==> src/design/dtcs_pkg.sv <==
// Shared types and constants for the decision tree classifier.
package dtcs_pkg;

  // Command codes on the input channel.
  localparam logic [1:0] CMD_WRITE    = 2'd0;
  localparam logic [1:0] CMD_CLASSIFY = 2'd1;
  localparam logic [1:0] CMD_CLEAR    = 2'd2;

  localparam int unsigned NUM_FEATURES = 64;
  localparam logic [63:0] FEATURE_MASK =
    (NUM_FEATURES >= 64) ? {64{1'b1}} : ((64'd1 << NUM_FEATURES) - 64'd1);

  localparam int unsigned TABLE_DEPTH = 512;
  localparam int unsigned ADDR_W      = 9;
  localparam int unsigned QDEPTH      = 4;
  localparam int unsigned QPTR_W      = 2;

  typedef enum logic [1:0] {
    OP_WRITE,
    OP_CLASSIFY,
    OP_CLEAR
  } op_t;

  // One node table entry: leaf flag and either a feature index or a class.
  typedef struct packed {
    logic       leaf;
    logic [5:0] payload;
  } node_t;

  typedef struct packed {
    op_t               op;
    logic [ADDR_W-1:0] node_index;
    node_t             node;
    logic [63:0]       features;
    logic [3:0]        true_class;
  } q_entry_t;

  typedef enum logic [1:0] {
    ST_CLEAR,
    ST_IDLE,
    ST_WALK
  } back_state_t;

endpackage

==> src/design/dtcs_front.sv <==
// Front end: decodes input transactions, drops no-op commands, queues the rest.
module dtcs_front
  import dtcs_pkg::*;
(
  input  logic             clk,
  input  logic             rst,
  input  logic             clearing,
  input  logic             in_valid,
  output logic             in_stall,
  input  logic [1:0]       cmd,
  input  logic [8:0]       node_index,
  input  logic             node_is_leaf,
  input  logic [5:0]       node_feature,
  input  logic [3:0]       node_class,
  input  logic [63:0]      features,
  input  logic [3:0]       true_class,
  output logic             q_valid,
  output q_entry_t         q_entry,
  input  logic             q_pop
);

  q_entry_t          queue [QDEPTH];
  logic [QPTR_W-1:0] wr_ptr;
  logic [QPTR_W-1:0] rd_ptr;
  logic [QPTR_W:0]   count;
  logic              keep;
  logic              push;
  q_entry_t          entry;

  always_comb begin
    entry.op         = OP_WRITE;
    keep             = 1'b0;
    case (cmd)
      CMD_WRITE: begin
        entry.op = OP_WRITE;
        keep     = (node_index != '0);
      end
      CMD_CLASSIFY: begin
        entry.op = OP_CLASSIFY;
        keep     = 1'b1;
      end
      CMD_CLEAR: begin
        entry.op = OP_CLEAR;
        keep     = 1'b1;
      end
      default: begin
        entry.op = OP_WRITE;
        keep     = 1'b0;
      end
    endcase
    entry.node_index   = node_index;
    entry.node.leaf    = node_is_leaf;
    // A leaf keeps only its class, an inner node only its feature index.
    entry.node.payload = node_is_leaf ? {2'b00, node_class} : node_feature;
    entry.features     = features & FEATURE_MASK;
    entry.true_class   = true_class;
  end

  assign in_stall = clearing || (count == (QPTR_W+1)'(QDEPTH));
  assign push     = in_valid && !in_stall && keep;
  assign q_valid  = (count != '0);
  assign q_entry  = queue[rd_ptr];

  always_ff @(posedge clk) begin
    if (push) begin
      queue[wr_ptr] <= entry;
    end
  end

  always_ff @(posedge clk) begin
    if (rst) begin
      wr_ptr <= '0;
      rd_ptr <= '0;
      count  <= '0;
    end else begin
      if (push) begin
        wr_ptr <= wr_ptr + 1'b1;
      end
      if (q_pop) begin
        rd_ptr <= rd_ptr + 1'b1;
      end
      case ({push, q_pop})
        2'b10:   count <= count + 1'b1;
        2'b01:   count <= count - 1'b1;
        default: count <= count;
      endcase
    end
  end

endmodule

==> config.mk <==
export PLATFORM = sky130hd
export DESIGN_NAME = dtcs_front
export DESIGN_NICKNAME = d
export VERILOG_FILES = /design/src/design/dtcs_pkg.sv /design/src/design/dtcs_front.sv
export SDC_FILE = /design/constraint.sdc
export NUM_CORES = 1
export LEC_CHECK = 0
export ABC_CLOCK_PERIOD_IN_PS = 4900
export BUFFER_PORTS_ARGS = -buffer_cell sky130_fd_sc_hd__buf_2
export CORE_ASPECT_RATIO = 1.1
export CORE_MARGIN = 2
export CORE_UTILIZATION = 38
export CTS_BUF_LIST = sky130_fd_sc_hd__clkbuf_8 sky130_fd_sc_hd__clkbuf_16
export DETAILED_ROUTE_END_ITERATION = 8
export PLACE_DENSITY = 0.59
export SLEW_MARGIN = 20
export SYNTH_ARGS = -nofsm -noshare
export SYNTH_HDL_FRONTEND = slang
export SYNTH_SLANG_ARGS = --single-unit
==> constraint.sdc <==
create_clock -name clk -period 4.9 [get_ports clk]
set_input_delay 0.735 -clock clk [delete_from_list [all_inputs] [get_ports clk]]
set_output_delay 0.735 -clock clk [all_outputs]
set_load 0.05 [all_outputs]
==> metrics.txt <==
status completed; clock latency at the later pin of the worst-skew pair approximately 0.52 ns; simple-gate share of the synthesized area 0.0103; Synth area leader edfxtp_1; Clk pwr share 0.401; Synth warnings 0; setup bufs post-CTS 0; # DRC 0; CP Launch Type flop; Syn Std Cell Area ~0.013 mm^2; Mean Syn Cell Area between 20 and 30 um^2; Worst setup EP type output pin; RSZ-0062 raised after global routing no; worst vdd ir around 0.00032 V; Final nets 830; Cell Rows 71; Post-synth EDFFs 344; largest net degree at the start of global routing 65; Pleak 0.00527 uW; count leader, synth edfxtp_1; TritonRoute pass-1 iters 5; Clk pin slew, worst setup/hold paths around 0.060 ns; post-synthesis mux area share 0.153; post-synthesis compound-gate area fraction 0.00316; die area ~0.036 mm^2; Psw approximately 1700 uW; Synth Instances 516; vias after detailed routing between 5000 and 6000; vias in the first global route about 6700; GPL Wtd Cong around 0.70; core area between 0.03 and 0.04 mm^2; final worst slack approximately 1.5 ns; # IOs roughly 180; # setup viols final 0; Yosys cell types 28; switching part of the total 0.238; power share of the combinational group 0.109; total track usage 0.143; DP HPWL approximately 16 mm; vias per cell between 4 and 5; buffers added on ports 182; Hold/Removal Path Class in2reg; Worst Setup Path Type reg2out; Synth top area share 0.792; final worst path period share 0.690; number of synthesized register bits ~350; Adder-Cell Fraction of Synth Area 0.0102; synth cell count leaders 344 x edfxtp_1, 86 x mux4_2, 10 x buf_2, 9 x dfxtp_1, 9 x ha_1; Slew HR 0.348; Sequential Power Share 0.490; first-pass GRT wire length slightly below 40 mm; CTS Buf Count 38; Crit Path Max Fanout 64; Reg area roughly 0.011 mm^2; DRT iter0 DRCs just under 400; Layout Skew between 0.015 and 0.02 ns; Max-Cap Viols 0; Max Freq between 200 and 300 MHz; Synth Flop Type edfxtp_1; worst slew pin tran just under 1 ns; power per cell area around 440 mW/mm^2; antenna-violating nets left 0; H-tree depth 2; Root Buffer clkbuf_16; final hold violations 0; # hold bufs at CTS 0; post-CTS sizing 0; crit path DAT ~2.7 ns; syn_nets between 600 and 700; die width between 150 and 200 um; Slew Limit Fails 0; Required @ worst endpoint 4.16 ns; CTS tree built; Chip Height between 150 and 200 um; # fillers around 2800; Placement Cell Area about 0.014 mm^2; clock buffer depth 3; # clock sinks between 300 and 400; Synth Area in XOR/XNOR 0.00269; Tmin final roughly 3.4 ns; pre-CTS WS about 1.4 ns; footprint of the multi-input gates ~0.0023 mm^2; layout cells sized above 1 0.452; final WL 25.5 mm; GRT overflow 0; post-route cell area 0.0157 mm^2; largest cells by area after synthesis edfxtp_1 79%, mux4_2 15%, dfxtp_1 1.4%, ha_1 0.86%, buf_12 0.77%; main combinational cell family by area after synthesis multiplexers; initial antenna violation count 3; DR WL/cell 21.3 um; sequential share of the synthesized area 0.806; Pint about 5300 uW; Syn-to-layout area delta 20.4%; Post-synth ARST share 0; initial core utilization 0.383; setup TNS 0 ns
[power groups by stage]
stage	registers, uW	clock network [uW]	logic (uW)
floorplan	3450	0	608
global placement	3480	0	768
detailed placement	3490	0	777
global route	3430	3000	808
finish	3420	2800	764
CTS	3420	2870	779
[cell type report]
cell class | instances | area share
Timing Repair Buffer | 190 | 0.0658
Sequential cell | 353 | 0.670
Clock buffer | 39 | 0.0621
Antenna cell | 2 | 0.000319
Tap cell | 438 | 0.0349
Clock inverter | 30 | 0.0165
Multi-Input combinational cell | 136 | 0.149
Inverter | 6 | 0.00143
[per-layer routing]
layer / vias to the layer above / global-route usage / wire length, um
met5: - / 0 / 13
met4: 2 / 0.0424 / 473
met3: 34 / 0.0414 / 1550
met2: 169 / 0.248 / 13100
met1: 3116 / 0.175 / 10300
li1: 2636 / - / -
[layout by cell type (no fill, tap or decap)]
cell type	count
edfxtp_1	344
buf_2	182
mux4_2	86
clkbuf_16	39
inv_1	16
ha_1	9
nor2_1	8
clkinv_2	8
dfxtp_1	7
clkinv_1	6
bufinv_16	5
buf_12	5
mux2_2	4
and2_4	4
a21oi_1	3
nor2b_1	3
buf_4	3
diode_2	2
nor4_1	2
or3_1	2
xor2_1	2
nand4_1	2
xnor2_1	2
dfxtp_4	2
nor3b_1	1
nand3_1	1
and3_1	1
a31o_2	1
mux2i_1	1
nand2_1	1
o31ai_2	1
o21ai_0	1
fa_1	1
inv_6	1
[metrics by stage]
stage | total power [uW] | cells | hold slack (ns) | util
after floorplan | 4050 | 516 | 0.467 | -
after global placement | 4250 | 1123 | 0.495 | 0.425
after detailed placement | 4260 | 1123 | 0.516 | 0.425
after CTS | 7080 | 1192 | 0.402 | 0.461
after global routing | 7240 | 1193 | 0.408 | 0.462
final | 6980 | 1194 | 0.432 | 0.462
[path summary, 6_finish.rpt]
check               startpoint           end  slack [ns]  depth (start not counted)
setup / recovery          flop   q_entry[73]        1.52                          3
hold / removal    features[63]  queue[0][67]        0.43                          1
setup reg to reg      count[0]  queue[0][46]        2.31                          5
hold reg to reg       count[2]      count[2]        0.53                          2
[flip-flops by register name, summed over array words and instances, names as in the netlist, named ones only]
register	flops
queue	344
count	3
rd_ptr	2
wr_ptr	2
[worst max-delay path, cell delays in order, from the launching register on]
cell	delay, ns
dfxtp_4	1.00
buf_4	0.49
mux4_2	0.39
buf_2	0.23
[kinds of logic (layout without fill, tap and decap cells)]
kind of cell               Yosys count  in the layout
DFF                                353            353
muxes                               91             91
buffers and inverters               27            265
and+or+nand+nor                     25             25
adders and majority gates           10             10
AOI/OAI and AO/OA                    6              6
xor gates and xnor gates             4              4
other                                0              2
Note: power is estimated with default switching activity, not from simulation.
